==> src/rtl/trae_pkg.sv <==
// shared types and constants for the toy register alu executor
// item record passed from the decode front to the execute back, status and op codes
`default_nettype none

package trae_pkg;

    localparam int unsigned QUEUE_DEPTH = 2;

    localparam int unsigned IN_TDATA_W  = 40;
    localparam int unsigned OUT_TDATA_W = 40;
    localparam int unsigned DATA_W      = 32;
    localparam int unsigned NARROW_W    = 8;
    localparam int unsigned IMM_W       = 16;
    localparam int unsigned CODE_W      = 8;
    localparam int unsigned REG_IDX_W   = 3;
    localparam int unsigned NUM_REGS    = 8;

    // register codes
    localparam logic [CODE_W-1:0] NARROW_BASE = 8'h10;
    localparam logic [CODE_W-1:0] IMM_CODE    = 8'h14;

    // action codes at the input
    localparam logic [1:0] ACT_ADD = 2'd0;
    localparam logic [1:0] ACT_SUB = 2'd1;
    localparam logic [1:0] ACT_MOV = 2'd2;

    typedef enum logic [1:0] {
        OP_ADD = 2'd0,
        OP_SUB = 2'd1,
        OP_MOV = 2'd2
    } t_op;

    typedef enum logic [1:0] {
        ST_OK       = 2'd0,
        ST_DEST_BAD = 2'd1,
        ST_WIDTH    = 2'd2,
        ST_SRC_BAD  = 2'd3
    } t_status;

    // register index: msb set for the narrow bank, low bits select the slot
    typedef struct packed {
        t_status              status;
        t_op                  op;
        logic [REG_IDX_W-1:0] dst_idx;
        logic [REG_IDX_W-1:0] src_idx;
        logic                 src_imm;
        logic [IMM_W-1:0]     imm;
    } t_item;

endpackage

`default_nettype wire

==> src/rtl/trae_front.sv <==
// decode front: splits the input transfer into fields and classifies the instruction
// depends on trae_pkg
`default_nettype none

module trae_front (
    input  wire logic [trae_pkg::IN_TDATA_W-1:0] i_tdata,
    output trae_pkg::t_item                       o_item
);

    logic [1:0]                    w_action;
    logic [trae_pkg::CODE_W-1:0]   w_dcode;
    logic [trae_pkg::CODE_W-1:0]   w_scode;
    logic [trae_pkg::IMM_W-1:0]    w_imm;
    logic                          w_d_wide;
    logic                          w_d_narrow;
    logic                          w_s_wide;
    logic                          w_s_narrow;
    logic                          w_s_imm;

    assign w_action = i_tdata[1:0];
    assign w_dcode  = i_tdata[9:2];
    assign w_scode  = i_tdata[17:10];
    assign w_imm    = i_tdata[33:18];

    always_comb begin
        w_d_wide   = (w_dcode < trae_pkg::NARROW_BASE) && (w_dcode[1:0] == 2'b00);
        w_d_narrow = (w_dcode >= trae_pkg::NARROW_BASE) && (w_dcode < trae_pkg::IMM_CODE);
        w_s_wide   = (w_scode < trae_pkg::NARROW_BASE) && (w_scode[1:0] == 2'b00);
        w_s_narrow = (w_scode >= trae_pkg::NARROW_BASE) && (w_scode < trae_pkg::IMM_CODE);
        w_s_imm    = (w_scode == trae_pkg::IMM_CODE);
    end

    always_comb begin
        o_item.imm     = w_imm;
        o_item.src_imm = w_s_imm;
        o_item.dst_idx = {w_d_narrow, (w_d_narrow ? w_dcode[1:0] : w_dcode[3:2])};
        o_item.src_idx = {w_s_narrow, (w_s_narrow ? w_scode[1:0] : w_scode[3:2])};

        unique case (w_action)
            trae_pkg::ACT_ADD: o_item.op = trae_pkg::OP_ADD;
            trae_pkg::ACT_SUB: o_item.op = trae_pkg::OP_SUB;
            trae_pkg::ACT_MOV: o_item.op = trae_pkg::OP_MOV;
            // unused action code runs as a move
            default:           o_item.op = trae_pkg::OP_MOV;
        endcase

        // destination check first, then source code, then width match
        if (!(w_d_wide || w_d_narrow)) begin
            o_item.status = trae_pkg::ST_DEST_BAD;
        end else if (w_s_imm) begin
            o_item.status = trae_pkg::ST_OK;
        end else if (!(w_s_wide || w_s_narrow)) begin
            o_item.status = trae_pkg::ST_SRC_BAD;
        end else if (w_s_narrow != w_d_narrow) begin
            o_item.status = trae_pkg::ST_WIDTH;
        end else begin
            o_item.status = trae_pkg::ST_OK;
        end
    end

endmodule

`default_nettype wire

==> src/rtl/trae_queue.sv <==
// short first-in first-out queue of decoded items between front and back
// depends on trae_pkg
`default_nettype none

module trae_queue #(
    parameter int unsigned Depth = trae_pkg::QUEUE_DEPTH
) (
    input  wire logic            i_clk,
    input  wire logic            i_rst_n,
    input  wire logic            i_push,
    input  wire trae_pkg::t_item i_item,
    output logic                 o_full,
    input  wire logic            i_pop,
    output logic                 o_valid,
    output trae_pkg::t_item      o_item
);

    localparam int unsigned PtrW = $clog2(Depth);
    localparam int unsigned CntW = $clog2(Depth + 1);

    trae_pkg::t_item r_slots [Depth];
    logic [PtrW-1:0] r_wr_ptr;
    logic [PtrW-1:0] r_rd_ptr;
    logic [CntW-1:0] r_count;
    logic [PtrW-1:0] n_wr_ptr;
    logic [PtrW-1:0] n_rd_ptr;
    logic [CntW-1:0] n_count;

    assign o_full  = (r_count == CntW'(Depth));
    assign o_valid = (r_count != '0);
    assign o_item  = r_slots[r_rd_ptr];

    always_comb begin
        n_wr_ptr = r_wr_ptr;
        n_rd_ptr = r_rd_ptr;
        n_count  = r_count;
        if (i_push) begin
            n_wr_ptr = (r_wr_ptr == PtrW'(Depth - 1)) ? '0 : r_wr_ptr + 1'b1;
        end
        if (i_pop) begin
            n_rd_ptr = (r_rd_ptr == PtrW'(Depth - 1)) ? '0 : r_rd_ptr + 1'b1;
        end
        case ({i_push, i_pop})
            2'b10:   n_count = r_count + 1'b1;
            2'b01:   n_count = r_count - 1'b1;
            default: n_count = r_count;
        endcase
    end

    always_ff @(posedge i_clk) begin
        if (!i_rst_n) begin
            r_wr_ptr <= '0;
            r_rd_ptr <= '0;
            r_count  <= '0;
        end else begin
            r_wr_ptr <= n_wr_ptr;
            r_rd_ptr <= n_rd_ptr;
            r_count  <= n_count;
        end
    end

    always_ff @(posedge i_clk) begin
        if (i_push) begin
            r_slots[r_wr_ptr] <= i_item;
        end
    end

endmodule

`default_nettype wire

==> src/rtl/trae_back.sv <==
// execute back: register file read stage, alu and write-back into the result register
// depends on trae_pkg
`default_nettype none

module trae_back (
    input  wire logic                              i_clk,
    input  wire logic                              i_rst_n,
    input  wire logic                              i_head_valid,
    input  wire trae_pkg::t_item                   i_head,
    output logic                                   o_pop,
    output logic                                   o_tvalid,
    input  wire logic                              i_tready,
    output logic [trae_pkg::OUT_TDATA_W-1:0]       o_tdata
);

    localparam int unsigned DW = trae_pkg::DATA_W;

    // register file: narrow entries are kept sign-extended to full width
    logic [DW-1:0]                 r_regs [trae_pkg::NUM_REGS];
    logic [trae_pkg::NUM_REGS-1:0] r_regs_valid;

    trae_pkg::t_item               r_item;
    logic                          r_item_valid;
    logic [DW-1:0]                 r_dval;
    logic [DW-1:0]                 r_sval;

    logic                          r_out_valid;
    trae_pkg::t_status             r_out_status;
    logic [DW-1:0]                 r_out_value;

    logic                          w_out_free;
    logic                          w_adv;
    logic [DW-1:0]                 w_operand;
    logic [DW-1:0]                 w_alu;
    logic [DW-1:0]                 w_new;
    logic [DW-1:0]                 w_value;
    logic                          w_wr_en;
    logic [trae_pkg::REG_IDX_W-1:0] w_wr_idx;

    assign w_out_free = !r_out_valid || i_tready;
    assign w_adv      = r_item_valid && w_out_free;
    assign o_pop      = i_head_valid && (!r_item_valid || w_adv);

    always_comb begin
        w_operand = r_item.src_imm ? {{(DW - trae_pkg::IMM_W){r_item.imm[trae_pkg::IMM_W-1]}},
                                      r_item.imm}
                                   : r_sval;
        case (r_item.op)
            trae_pkg::OP_ADD: w_alu = r_dval + w_operand;
            trae_pkg::OP_SUB: w_alu = r_dval - w_operand;
            default:          w_alu = w_operand;
        endcase
        // narrow bank wraps at 8 bits
        w_new = r_item.dst_idx[trae_pkg::REG_IDX_W-1]
              ? {{(DW - trae_pkg::NARROW_W){w_alu[trae_pkg::NARROW_W-1]}},
                 w_alu[trae_pkg::NARROW_W-1:0]}
              : w_alu;
        case (r_item.status)
            trae_pkg::ST_OK:       w_value = w_new;
            trae_pkg::ST_DEST_BAD: w_value = '0;
            default:               w_value = r_dval;
        endcase
        w_wr_en  = w_adv && (r_item.status == trae_pkg::ST_OK);
        w_wr_idx = r_item.dst_idx;
    end

    always_ff @(posedge i_clk) begin
        if (!i_rst_n) begin
            r_regs_valid <= '0;
        end else if (w_wr_en) begin
            r_regs_valid[w_wr_idx] <= 1'b1;
        end
    end

    // register file write and registered reads, forwarding the write of this cycle
    always_ff @(posedge i_clk) begin
        if (w_wr_en) begin
            r_regs[w_wr_idx] <= w_new;
        end
        if (o_pop) begin
            r_item <= i_head;
            if (w_wr_en && (w_wr_idx == i_head.dst_idx)) begin
                r_dval <= w_new;
            end else if (r_regs_valid[i_head.dst_idx]) begin
                r_dval <= r_regs[i_head.dst_idx];
            end else begin
                r_dval <= '0;
            end
            if (w_wr_en && (w_wr_idx == i_head.src_idx)) begin
                r_sval <= w_new;
            end else if (r_regs_valid[i_head.src_idx]) begin
                r_sval <= r_regs[i_head.src_idx];
            end else begin
                r_sval <= '0;
            end
        end
    end

    always_ff @(posedge i_clk) begin
        if (!i_rst_n) begin
            r_item_valid <= 1'b0;
            r_out_valid  <= 1'b0;
        end else begin
            if (o_pop) begin
                r_item_valid <= 1'b1;
            end else if (w_adv) begin
                r_item_valid <= 1'b0;
            end
            if (w_adv) begin
                r_out_valid <= 1'b1;
            end else if (i_tready) begin
                r_out_valid <= 1'b0;
            end
        end
    end

    always_ff @(posedge i_clk) begin
        if (w_adv) begin
            r_out_status <= r_item.status;
            r_out_value  <= w_value;
        end
    end

    assign o_tvalid = r_out_valid;
    assign o_tdata  = {{(trae_pkg::OUT_TDATA_W - DW - 2){1'b0}}, r_out_value, r_out_status};

    a_dest_bad_zero: assert property (@(posedge i_clk) disable iff (!i_rst_n)
        r_out_valid && (r_out_status == trae_pkg::ST_DEST_BAD) |-> r_out_value == '0)
        else $error("bad destination result carries a nonzero value");

    a_narrow_sext: assert property (@(posedge i_clk) disable iff (!i_rst_n)
        w_wr_en && w_wr_idx[trae_pkg::REG_IDX_W-1]
        |-> w_new[DW-1:trae_pkg::NARROW_W]
            == {(DW - trae_pkg::NARROW_W){w_new[trae_pkg::NARROW_W-1]}})
        else $error("narrow register write is not sign-extended");

    a_read_stage_hold: assert property (@(posedge i_clk) disable iff (!i_rst_n)
        r_item_valid && !w_out_free |=> r_item_valid && $stable(r_dval) && $stable(r_sval))
        else $error("read stage operands changed while stalled");

    a_no_write_on_error: assert property (@(posedge i_clk) disable iff (!i_rst_n)
        w_adv && (r_item.status != trae_pkg::ST_OK) |=> $stable(r_regs_valid))
        else $error("register file written by a flagged instruction");

endmodule

`default_nettype wire

==> src/rtl/toy_register_alu_executor_core.sv <==
// Register ALU executor: runs one add, subtract or move per transfer on four 32-bit and four
// 8-bit registers and returns a status and the destination's new value. Sustained rate is one
// instruction per clock while the output is not stalled; each result is registered through the
// queue, the read stage and the output register. The rate is set by the back end's read, alu
// and write-back loop, with the write forwarded into the register read of the next instruction.
// Reset clears the register file at once through per-entry valid bits. A short queue between
// decode and execute lets the input keep flowing while a result waits on the output.
// depends on trae_pkg, trae_front, trae_queue, trae_back
`default_nettype none

module toy_register_alu_executor_core #(
    parameter int unsigned QUEUE_DEPTH = trae_pkg::QUEUE_DEPTH
) (
    input  wire logic                               i_clk,
    input  wire logic                               i_rst_n,
    input  wire logic                               s_axis_tvalid,
    output logic                                    s_axis_tready,
    // action[1:0], dest_code[9:2], src_code[17:10], immediate[33:18], zero pad above
    input  wire logic [trae_pkg::IN_TDATA_W-1:0]    s_axis_tdata,
    output logic                                    m_axis_tvalid,
    input  wire logic                               m_axis_tready,
    // status[1:0], new_value[33:2], zero pad above
    output logic [trae_pkg::OUT_TDATA_W-1:0]        m_axis_tdata
);

    trae_pkg::t_item w_dec_item;
    trae_pkg::t_item w_head;
    logic            w_full;
    logic            w_push;
    logic            w_head_valid;
    logic            w_pop;

    assign s_axis_tready = !w_full;
    assign w_push        = s_axis_tvalid && !w_full;

    trae_front u_front (
        .i_tdata (s_axis_tdata),
        .o_item  (w_dec_item)
    );

    trae_queue #(
        .Depth (QUEUE_DEPTH)
    ) u_queue (
        .i_clk   (i_clk),
        .i_rst_n (i_rst_n),
        .i_push  (w_push),
        .i_item  (w_dec_item),
        .o_full  (w_full),
        .i_pop   (w_pop),
        .o_valid (w_head_valid),
        .o_item  (w_head)
    );

    trae_back u_back (
        .i_clk        (i_clk),
        .i_rst_n      (i_rst_n),
        .i_head_valid (w_head_valid),
        .i_head       (w_head),
        .o_pop        (w_pop),
        .o_tvalid     (m_axis_tvalid),
        .i_tready     (m_axis_tready),
        .o_tdata      (m_axis_tdata)
    );

endmodule

`default_nettype wire
==> config.mk <==
export PLATFORM = sky130hd
export DESIGN_NAME = toy_register_alu_executor_core
export DESIGN_NICKNAME = d
export VERILOG_FILES = /design/src/rtl/trae_pkg.sv /design/src/rtl/trae_front.sv /design/src/rtl/trae_queue.sv /design/src/rtl/trae_back.sv /design/src/rtl/toy_register_alu_executor_core.sv
export SDC_FILE = /design/constraint.sdc
export NUM_CORES = 1
export LEC_CHECK = 0
export BUFFER_PORTS_ARGS = -buffer_cell sky130_fd_sc_hd__buf_4
export CORE_MARGIN = 8
export CORE_UTILIZATION = 50
export CTS_BUF_LIST = sky130_fd_sc_hd__clkbuf_4 sky130_fd_sc_hd__clkbuf_8
export DETAILED_ROUTE_END_ITERATION = 6
export PLACE_DENSITY = 0.67
export SYNTH_ARGS = -nofsm -noshare
export SYNTH_HDL_FRONTEND = slang
export SYNTH_HIERARCHICAL = 1
export SYNTH_SLANG_ARGS = --single-unit
==> constraint.sdc <==
create_clock -name i_clk -period 14.9 [get_ports i_clk]
set_input_delay 1.49 -clock i_clk [delete_from_list [all_inputs] [get_ports i_clk]]
set_output_delay 1.49 -clock i_clk [all_outputs]
set_load 0.01 [all_outputs]
---- After elaboration in Yosys (flattened, before gate mapping) ----
Memory sizes are Yosys's and may differ from the RTL's. A register that Yosys moved wholly into a read port is not among the register bits.
Index checks and enable logic that the tools add are counted.
storage, ports and cells
  bits of input ports ..................... 44
  output and inout port bits .............. 42
  flip-flop bits (word level) ............. 136
  memory bits (writable) .................. 310
  word-level logic and storage cells ...... 105
  memories kept ........................... 2
memory list
  memory           words  bits a word  read ports  clocked after Yosys merged registers in  wr ports  line              source
  u_back.r_regs    8      32           2           0                                        1         trae_back.sv:19   logic [DW-1:0] r_regs [trae_pkg::NUM_REGS];
  u_queue.r_slots  2      27           1           1                                        1         trae_queue.sv:21  trae_pkg::t_item r_slots [Depth];
cells by class
  $lt $le $gt $ge ......................... 10
  eq/ne operators ......................... 10
  bitwise logic cells ..................... 1
  $add $sub $neg .......................... 6
  mux-type cells .......................... 34
  reduce and logical (&&, ||, !) cells .... 27
operator list
  operator                                                                              count
  32-bit 2-to-1 mux                                                                     6
  32-bit one-hot mux with 2 select lines                                                2
  32-bit adder                                                                          1
  8-bit by 5-bit less-than comparator with 1-bit output (second input constant)         4
  32-bit subtractor                                                                     1
  8-bit by 5-bit greater-or-equal comparator with 1-bit output (second input constant)  2
  1-bit 2-to-1 mux                                                                      15
  3-bit by 4-bit less-than comparator with 1-bit output (second input constant)         3
  2-bit 2-to-1 mux                                                                      6
  1-bit logical AND                                                                     11
  2-bit logical NOT                                                                     5
  2-bit by 1-bit == test with 1-bit output (second input constant)                      4
  8-bit by 5-bit == test with 1-bit output (second input constant)                      1
  8-bit bitwise OR                                                                      1
  2-bit one-hot mux with 2 select lines                                                 2
  2-bit nonzero test                                                                    4
  1-bit binary-select mux with 3-bit select                                             2
  3-bit == test                                                                         2
  2-bit == test (second input constant)                                                 2
  1-bit logical OR                                                                      4
  1-bit demux with 3-bit select                                                         1
  3-bit by 1-bit greater-or-equal comparator with 1-bit output (second input constant)  1
  1-bit logical NOT                                                                     3
  1-bit adder (second input constant)                                                   2
  3 further kinds                                                                       3

---- Logic depth before layout (Yosys ltp) ----
Gate-level depths: netlist of run 1.
  word-level depth ........................ 7
  depth in mapped cells ................... 24
  depth with buffers taken out ............ 20

---- Hierarchy ----
Netlist of run 1, hierarchy kept.
modules (own cells, without submodules)
  module                          area each (sq um)  seq. area each (sq um)  times used  cells each
  trae_back                       20,151.8           11,551.1                1           1,416
  trae_queue                      2,162.1            1,721.7                 1           106
  trae_front                      326.6              0.0                     1           43
  toy_register_alu_executor_core  10.0               0.0                     1           2

---- Worst setup path after synthesis of run 1 ----
OpenSTA, ideal clock, no wires.
  path kind ............................... in2reg
  start ................................... input m_axis_tready
  end ..................................... register u_queue.r_count[1]
  buffers on the path ..................... 0
  stages on the path ...................... 5
  setup slack ............................. 5,157 ps
  required time ........................... 14,830 ps
  arrival time ............................ 9,673 ps
  library setup time ...................... 70 ps
  cell sequence ........................... nor2b_1 > a21boi_0 > ha_1 > or3_1 > a21boi_1
between the ends
  cells in the longest elaborated chain, start to end .. 6
  elaborated cells on any way between the ends .. 8
  classes of those cells .................. 2 x eq/ne; 1 x mux; 5 x reduce/logical
RTL lines
  item                                                                                line                                  source
  start: declaration                                                                  toy_register_alu_executor_core.sv:21  input wire logic m_axis_tready,
  1-bit logical OR (*)                                                                trae_back.sv:40                       assign w_out_free = !r_out_valid || i_tready;
  1-bit logical AND (*)                                                               trae_back.sv:41                       assign w_adv = r_item_valid && w_out_free;
  1-bit logical OR (*)                                                                trae_back.sv:42                       assign o_pop = i_head_valid && (!r_item_valid || w_adv);
  1-bit logical AND (*)                                                               trae_back.sv:42
  net w_pop                                                                           toy_register_alu_executor_core.sv:31  logic w_pop;
  2-bit by 1-bit == test with 1-bit output / 2-bit == test (equally long branches)    trae_queue.sv:43                      case ({i_push, i_pop})
  2-bit one-hot mux with 2 select lines / 2-bit nonzero test (equally long branches)  n/a
  end signal: assignment                                                              trae_queue.sv:58                      r_count <= n_count;
  end: declaration                                                                    trae_queue.sv:24                      logic [CntW-1:0] r_count;
The timed path passes the listed nets; every way through them passes the cells marked *.
A chain may end at the register's enable or synchronous reset.

---- Worst setup path after layout of run 1 ----
  start ................................... register u_back/r_item[16] (netlist bit)
  end ..................................... register u_back.r_out_value[30] (data pin)
between the ends
  cells in the longest elaborated chain, start to end .. 5
  elaborated cells on any way between the ends .. 6
  classes of those cells .................. 2 x add/sub; 4 x mux
RTL lines
  item                                                      line                              source
  start: declaration                                        trae_back.sv:22                   trae_pkg::t_item r_item;
  start signal: assignment                                  trae_back.sv:81                   r_item <= i_head;
  32-bit 2-to-1 mux (*)                                     trae_back.sv:45                   w_operand = r_item.src_imm ? {{(DW - trae_pkg::IMM_W){r_item.imm[trae_pkg::IMM_W-1]}},
  32-bit subtractor / 32-bit adder (equally long branches)  trae_back.sv:50, trae_back.sv:49
  32-bit one-hot mux with 2 select lines (*)                trae_back.sv:48                   case (r_item.op)
  32-bit 2-to-1 mux (*)                                     trae_back.sv:55                   ? {{(DW - trae_pkg::NARROW_W){w_alu[trae_pkg::NARROW_W-1]}},
  32-bit one-hot mux with 2 select lines (*)                trae_back.sv:58                   case (r_item.status)
  net u_back.w_value[30]                                    trae_back.sv:36                   logic [DW-1:0] w_value;
  end signal: assignment                                    trae_back.sv:120                  r_out_value <= w_value;
  end: declaration                                          trae_back.sv:29                   logic [DW-1:0] r_out_value;
Marks and branches as above.

==> impl_metrics.tcl, run 1 <==
set metrics [dict create \
    fp.dieW_um 229 \
    run_status "completed" \
    placed_cells_incl_taps 2160 \
    clock-skew-final_ns 0.0284 \
    grt_util_all_layers_pct 22.7 \
    synth.area.top_cells "sky130_fd_sc_hd__edfxtp_1 (57%), sky130_fd_sc_hd__mux4_2 (13%), sky130_fd_sc_hd__mux2i_1 (3.6%)" \
    seq_area_frac_synth_pct 58.6 \
    gp_congestion 0.952 \
    ys_ff_latch 447 \
    antenna_left 0 \
    clk_pin_slew_worst_paths_ns 0.06 \
    min-delay-path-class "flip-flop to flip-flop" \
    critical-path-top-cell-by-count "sky130_fd_sc_hd__o21ai_1" \
    synth-main-ff-cell "sky130_fd_sc_hd__edfxtp_1" \
    core.rowCount 78 \
    grt_first_pass_wirelength_mm 89.6 \
    setup_viol_count_final 0 \
    fin_crit_ns 6.40 \
    synth_cell_types 76 \
    post-synth-top-area-cell "sky130_fd_sc_hd__edfxtp_1" \
    timing.critical_path.arrival_ns 6.73 \
    post_dp_cell_area_um2 23700 \
    finalNetCount 1714 \
    floorplan.initialDensity_pct 50.2 \
    layout.filler_cells 3642 \
    worst_ir_drop_vdd_v 0.000113 \
    postCtsResizedCells 0 \
    powerDensity_nw_per_um2 247 \
    timing.final.hold_violations 0 \
    cellLeakagePower_nw 8.82 \
    crit_path_cell_trace "buf_4, inv_2, or4_1, o22ai_2, nand4_2, nor2_1, nor2_1, o21ai_0, nand2_1, o21ai_1, ha_1, a21oi_1, o21bai_1, o32ai_1, a31oi_1, a21boi_1, o211a_1, a211o_1, o21ai_1, o21ai_1" \
    drc 0 \
    yosys_warnings 6 \
    cts_post_setup_buffers_inserted 0 \
    wire_per_inst_um 26.3 \
    synthesis.instances 1567 \
    instances_no_fill 2297 \
    worst_hold_path_cells 1 \
    worst_case_hold_path_end_point "u_back/r_regs_valid[6]" \
    design_power_mw 6.24 \
    synth.cell_area_um2 22700 \
    timing_worst_slew_pin_value_ns 0.999 \
    clock_sinks 447 \
    dieArea_um2 52400 \
    antenna_found_initial 1 \
    port-buffer-count 73 \
    core_region_area_um2 45100 \
    grt_max_degree 48 \
    synth_edf_count 432 \
    final_cell_area_um2 25300 \
    setup-tns-final_ns 0 \
    globalRouteOverflowTotal 0 \
    finish.utilization_pct 56.0 \
    fmaxAchievable_mhz 156 \
    detail_route.iter0.violations 1557 \
    synthesized_area_per_cell_um2 14.5 \
    drt-total-wl_mm 60.4 \
    maxSlewViolCount 0 \
    cp_data_required_time_ns 15.22 \
    r2r_setup_slack_ns 8.50 \
    drive_above_1_share_pct 25.6 \
    synth_top_area_share_pct 57.3 \
    synth.cells.most_frequent "sky130_fd_sc_hd__edfxtp_1 (432), sky130_fd_sc_hd__mux4_2 (132), sky130_fd_sc_hd__nor2_1 (94)" \
    number_of_global_route_vias_before_repair 14500 \
    rsz0062_at_grt "no" \
    timing.rr.start "u_back/r_item[16]" \
    dp_hpwl_mm 38.4 \
    worstSetupPathType "flip-flop to flip-flop" \
    total_iterations_of_the_first_detailed_routing_run 5 \
    worst_skew_pair.late_latency_ns 0.65 \
    max-clock-path-buffers 3 \
    seqCellArea_um2 13300 \
    critical_path.endpoint_type "flip-flop" \
    drt-vias-per-instance 6.24 \
    root_buffer_master "sky130_fd_sc_hd__clkbuf_8" \
    vias 14300 \
    cap_viol_max_count 0 \
    tritoncts.num_buffers 74 \
    period_share_pct 43.0 \
    worst-r2r-cell-count 20 \
    ys_async_sr_fraction_pct 0 \
    worstSetupStartpointType "flip-flop" \
    ctsHoldBuffers 0 \
    regToRegEndpoint "u_back/r_out_value[30]" \
    chipHeight_um 229 \
    worst_path_largest_cell_delay_ns 0.66 \
    timing.max_slew.rel_slack_pct 33.3 \
    critical_path_peak_fanout 47 \
    htreeDepth 3 \
    most_frequent_cell_after_synthesis "sky130_fd_sc_hd__edfxtp_1" \
    tritoncts "done" \
    multiInputGateArea_um2 8750 \
    critical-path-slowest-cell "sky130_fd_sc_hd__or4_1" \
    area_growth_syn_to_layout_pct 11.5 \
    ios 86 \
    min-delay-start "u_back/r_regs_valid[6]" \
    antenna_cells 0 \
]
==> worst max path at each step <==
stage / from / to / slack (ns) / cells past startpoint
after floorplan: m_axis_tready / u_queue/r_count[1] / 5.16 / 5
after detailed placement: u_back/r_item[16] / u_back/r_out_value[30] / 8.68 / 20
after CTS: u_back/r_item[16] / u_back/r_out_value[30] / 8.61 / 20
after global placement: u_back/r_item[16] / u_back/r_out_value[30] / 8.68 / 20
after global routing: u_back/r_item[16] / u_back/r_out_value[26] / 8.11 / 20
final: u_back/r_item[16] / u_back/r_out_value[30] / 8.50 / 20
==> through the flow <==
| step | setup WS [ns] | hold WS, ns |
|---|---|---|
| floorplan | 5.16 | 0.424 |
| global placement | 8.68 | 0.461 |
| detailed placement | 8.68 | 0.472 |
| CTS | 8.61 | 0.485 |
| global route | 8.11 | 0.496 |
| finish | 8.50 | 0.487 |
==> power breakdown <==
group	switching, mW	total (mW)	internal [mW]
registers	0.143	2.12	1.98
clock network	0.494	1.12	0.625
logic	1.96	2.99	1.03
total	2.60	6.24	3.64
==> cell usage in the layout, fill, tap and decap left out, types with 6 or more instances in the layout <==
| cell type | instances |
|---|---|
| sky130_fd_sc_hd__nor2b_1 | 8 |
| sky130_fd_sc_hd__ha_1 | 33 |
| sky130_fd_sc_hd__xor2_1 | 36 |
| sky130_fd_sc_hd__o21ai_1 | 14 |
| sky130_fd_sc_hd__xnor2_1 | 24 |
| sky130_fd_sc_hd__mux2i_1 | 81 |
| sky130_fd_sc_hd__clkbuf_8 | 76 |
| sky130_fd_sc_hd__a31oi_1 | 12 |
| sky130_fd_sc_hd__a21oi_1 | 72 |
| sky130_fd_sc_hd__clkbuf_4 | 17 |
| sky130_fd_sc_hd__buf_4 | 108 |
| sky130_fd_sc_hd__o22ai_1 | 62 |
| sky130_fd_sc_hd__nor3_1 | 19 |
| sky130_fd_sc_hd__mux2_2 | 30 |
| sky130_fd_sc_hd__a211oi_1 | 15 |
| sky130_fd_sc_hd__conb_1 | 6 |
| sky130_fd_sc_hd__and3_1 | 9 |
| sky130_fd_sc_hd__o31ai_1 | 7 |
| sky130_fd_sc_hd__nor2_1 | 89 |
| sky130_fd_sc_hd__mux4_2 | 132 |
| sky130_fd_sc_hd__nand4_1 | 7 |
| sky130_fd_sc_hd__bufinv_16 | 6 |
| sky130_fd_sc_hd__o21a_1 | 15 |
| sky130_fd_sc_hd__nand3_1 | 7 |
| sky130_fd_sc_hd__clkinv_2 | 9 |
| sky130_fd_sc_hd__o21ai_0 | 65 |
| sky130_fd_sc_hd__dfxtp_1 | 15 |
| sky130_fd_sc_hd__a21o_1 | 20 |
| sky130_fd_sc_hd__o21bai_1 | 9 |
| sky130_fd_sc_hd__clkinv_1 | 24 |
| sky130_fd_sc_hd__and2_1 | 12 |
| sky130_fd_sc_hd__nand2_1 | 87 |
| sky130_fd_sc_hd__inv_1 | 36 |
| sky130_fd_sc_hd__edfxtp_1 | 432 |
==> logic make-up after synthesis <==
| group | Yosys count | synth area share (%) |
|---|---|---|
| buffers and inverters | 157 | 3.22 |
| AO/OA/AOI/OAI | 327 | 9.06 |
| XOR/XNOR | 60 | 2.32 |
| flip-flops | 447 | 58.6 |
| AND/OR/NAND/NOR | 295 | 6.51 |
| other | 1 | 0.0166 |
| multiplexers | 246 | 18.4 |
| adder cells (fa/ha/maj) | 34 | 1.91 |
==> layout make-up <==
cell class / instances / share of cell area, %
flip-flops and latches: 447 / 52.6
inverters: 37 / 0.550
clock buffers: 93 / 4.65
clock inverters: 44 / 1.41
multi-input cells: 968 / 34.7
well taps: 600 / 2.97
repair buffers: 108 / 3.21
==> sequential cells by signal, indices dropped and copies added, names as in the netlist, named ones only <==
name,cells
u_back/r_item_valid,1
u_back/w_wr_idx,3
u_queue/r_count,2
u_back/r_sval,32
u_back/r_item,21
u_back/r_out_status,2
u_queue/r_slots,54
u_queue/r_rd_ptr,1
u_back/r_out_value,32
u_back/o_tvalid,1
u_queue/r_wr_ptr,1
u_back/r_regs_valid,8
u_back/r_regs,256
u_back/r_dval,32
==> metal layers <==
| layer | track usage (%) | vias up | share of wire (%) |
|---|---|---|---|
| met5 | 0 | - | 0 |
| met4 | 9.46 | 0 | 3.3 |
| met3 | 4.85 | 118 | 8.1 |
| met2 | 36.3 | 626 | 48 |
| met1 | 29.9 | 7272 | 41 |
| li1 | - | 6322 | - |
==> worst max-delay path: cells and delay by family (launching register included) <==
kind | cells | cell delay (ns)
fa+ha+maj | 1 | 0.23
buf+inv | 2 | 0.91
flops | 1 | 0.55
compound gates | 12 | 2.98
simple gates | 5 | 1.36
No activity file was read; power rests on OpenSTA's default activity.
==> inputs of run 2 (changes only) <==
Settings changed: ABC_AREA from default to 1.
Clock period 14.9 ns to 6.26 ns, I/O delays scaled along.
==> run 2 against run 1 <==
Utilization down 0.83 points. Cell area grew 3.7%. Register-to-register slack got worse by 7.6 ns. Synthesized cell count up 70%. Fmax increased by 20%. Hold slack got worse by 0.34 ns. Clock skew grew 0.0070 ns. Setup slack got worse by 7.6 ns. Flip-flop and latch count stayed put. Critical path type unchanged. Critical path depth up 1.
==> impl_metrics.tcl, run 2 <==
set metrics [dict create \
    largest_reg_flops 256 \
    synth_top_area_share_pct 54.3 \
    hold_slack_ns 0.147 \
    cp_data_required_time_ns 6.67 \
    root_buffer_master "sky130_fd_sc_hd__clkbuf_8" \
    total_iterations_of_the_first_detailed_routing_run 6 \
    ys_async_sr_fraction_pct 0 \
    core.rowCount 80 \
    detail_route.iter0.violations 2053 \
    worst_path_largest_cell_delay_ns 1.06 \
    grt_first_pass_wirelength_mm 106 \
    fin_crit_ns 5.34 \
    synthesis.instances 2663 \
    timing.critical_path.arrival_ns 5.75 \
    drive_above_1_share_pct 10.7 \
    min-delay-path-class "input port to flip-flop" \
    antenna_found_initial 0 \
    floorplan.initialDensity_pct 50.4 \
    clk_pin_slew_worst_paths_ns 0.06 \
    number_of_global_route_vias_before_repair 19200 \
    critical_path.endpoint_type "flip-flop" \
    ys_ff_latch 447 \
    grt_max_degree 110 \
    synth_cell_types 45 \
    dieArea_um2 55100 \
    grt_util_all_layers_pct 24.2 \
    worst_skew_pair.late_latency_ns 0.68 \
    port-buffer-count 73 \
    worstSetupPathType "flip-flop to flip-flop" \
    regMostFlops "u_back/r_regs" \
    mostFrequentLayoutCell "sky130_fd_sc_hd__nand2_1" \
    critical_path_peak_fanout 26 \
    core_region_area_um2 47400 \
    setup_viol_count_final 0 \
    globalRouteOverflowTotal 0 \
    clock-skew-final_ns 0.0354 \
    instances_no_fill 3356 \
    vias 19500 \
    drc 0 \
    maxSlewViolCount 0 \
    rsz0062_at_grt "no" \
    postCtsResizedCells 0 \
    htreeDepth 3 \
    placed_cells_incl_taps 3217 \
    synth_edf_count 432 \
    worstSetupStartpointType "flip-flop" \
    synth.cell_area_um2 23900 \
    cap_viol_max_count 0 \
    seq_area_frac_synth_pct 55.5 \
    max-clock-path-buffers 3 \
    setup-tns-final_ns 0 \
    timing.max_slew.rel_slack_pct 24.0 \
    area_growth_syn_to_layout_pct 9.54 \
    tritoncts "done" \
    fmaxAchievable_mhz 187 \
    most-common-layout-cells "sky130_fd_sc_hd__nand2_1 (593), sky130_fd_sc_hd__o21ai_0 (457), sky130_fd_sc_hd__edfxtp_1 (432)" \
    most_frequent_cell_after_synthesis "sky130_fd_sc_hd__nand2_1" \
    drt-total-wl_mm 68.6 \
    critical-path-slowest-cell "sky130_fd_sc_hd__edfxtp_1" \
    cts_post_setup_buffers_inserted 0 \
    worst-r2r-cell-count 21 \
    worst_hold_path_cells 1 \
    synth-main-ff-cell "sky130_fd_sc_hd__edfxtp_1" \
    gp_congestion 0.901 \
    antenna_cells 0 \
    antenna_left 0 \
    crit_path_cell_trace "inv_6, nand2_1, nand2_1, ha_1, nand4_1, nor2_2, nand2_1, o21ai_0, xor2_1, ha_1, nand2_1, nor2_1, nand2_1, o21ai_0, nand2_1, nand3_1, nand3_1, nand2_1, nand2_1, nand2_1, nand2_1" \
    post-synth-top-area-cell "sky130_fd_sc_hd__edfxtp_1" \
    finalNetCount 2758 \
    drt-vias-per-instance 5.80 \
    chipHeight_um 235 \
    synth.area.top_cells "sky130_fd_sc_hd__edfxtp_1 (54%), sky130_fd_sc_hd__o21ai_0 (9.6%), sky130_fd_sc_hd__nand2_1 (9.3%)" \
    run_status "completed" \
    wire_per_inst_um 20.4 \
    period_share_pct 85.3 \
    timing.final.hold_violations 0 \
    synthesized_area_per_cell_um2 8.98 \
    critical-path-top-cell-by-count "sky130_fd_sc_hd__nand2_1" \
    dp_hpwl_mm 44.1 \
    tritoncts.num_buffers 76 \
    reg_top3 "u_back/r_regs x256, u_queue/r_slots x54" \
    synth.cells.most_frequent "sky130_fd_sc_hd__nand2_1 (593), sky130_fd_sc_hd__o21ai_0 (457), sky130_fd_sc_hd__edfxtp_1 (432)" \
    timing_worst_slew_pin_value_ns 1.14 \
    ctsHoldBuffers 0 \
    clock_sinks 447 \
    fp.dieW_um 235 \
    ios 86 \
    yosys_warnings 6 \
]
-- run 2: final timing paths --
kind                                 end              startpoint  slack [ns]
setup / recovery       u_back/r_dval[29]       u_back/r_item[16]        0.92
hold / removal    u_queue/r_slots[1][13]        s_axis_tdata[31]        0.15
setup reg to reg       u_back/r_dval[29]       u_back/r_item[16]        0.92
hold reg to reg   u_back/r_regs_valid[5]  u_back/r_regs_valid[5]        0.47
-- run 2: final cells by class --
type | instances | area [um^2]
multi-input combinational | 1835 | 9060
clock buffer | 103 | 1270
inverter | 215 | 813
fill | 4251 | 21300
clock inverter | 36 | 210
sequential | 447 | 13300
timing repair buffer | 105 | 788
tap | 615 | 769
-- run 2: per-layer routing --
metal	wire (um)	GRT usage [%]	vias to the layer above
met4	3130	12.4	0
met2	32600	39.8	922
li1	-	-	9087
met1	27500	30.4	9284
met3	5290	4.32	187
met5	0	0	-
-- run 2: critical path, delay by kind of cell, from the launching register on --
| family | cells | cell delay [ns] |
|---|---|---|
| AOI/OAI and AO/OA | 2 | 0.80 |
| xor gates and xnor gates | 1 | 0.20 |
| adders and majority gates | 2 | 0.63 |
| buffers and inverters | 1 | 0.21 |
| DFF | 1 | 1.06 |
| and+or+nand+nor | 15 | 2.18 |
-- run 2: logic make-up (layout without fill, tap and decap cells) --
group / count (synthesis) / in the layout / synth area share (%)
buffers and inverters: 386 / 459 / 6.93
adder cells (fa/ha/maj): 34 / 34 / 1.81
other: 1 / 6 / 0.0157
XOR/XNOR: 44 / 44 / 1.61
flip-flops: 447 / 447 / 55.5
multiplexers: 27 / 27 / 1.59
AO/OA/AOI/OAI: 730 / 730 / 15.9
AND/OR/NAND/NOR: 994 / 994 / 16.7
-- run 2: stage by stage --
stage               util (%)  area (um^2)  worst slack, ns
finish                  55.2        26200            0.919
global placement        52.1        24700             1.11
floorplan                  -        23900             2.39
CTS                     55.2        26200             1.03
global route            55.2        26200            0.474
detailed placement      52.1        24700             1.07
Power of run 2 is left out: the tool's default activity adds up to more than one toggle a clock period on the data nets, which glitch-free logic cannot reach.
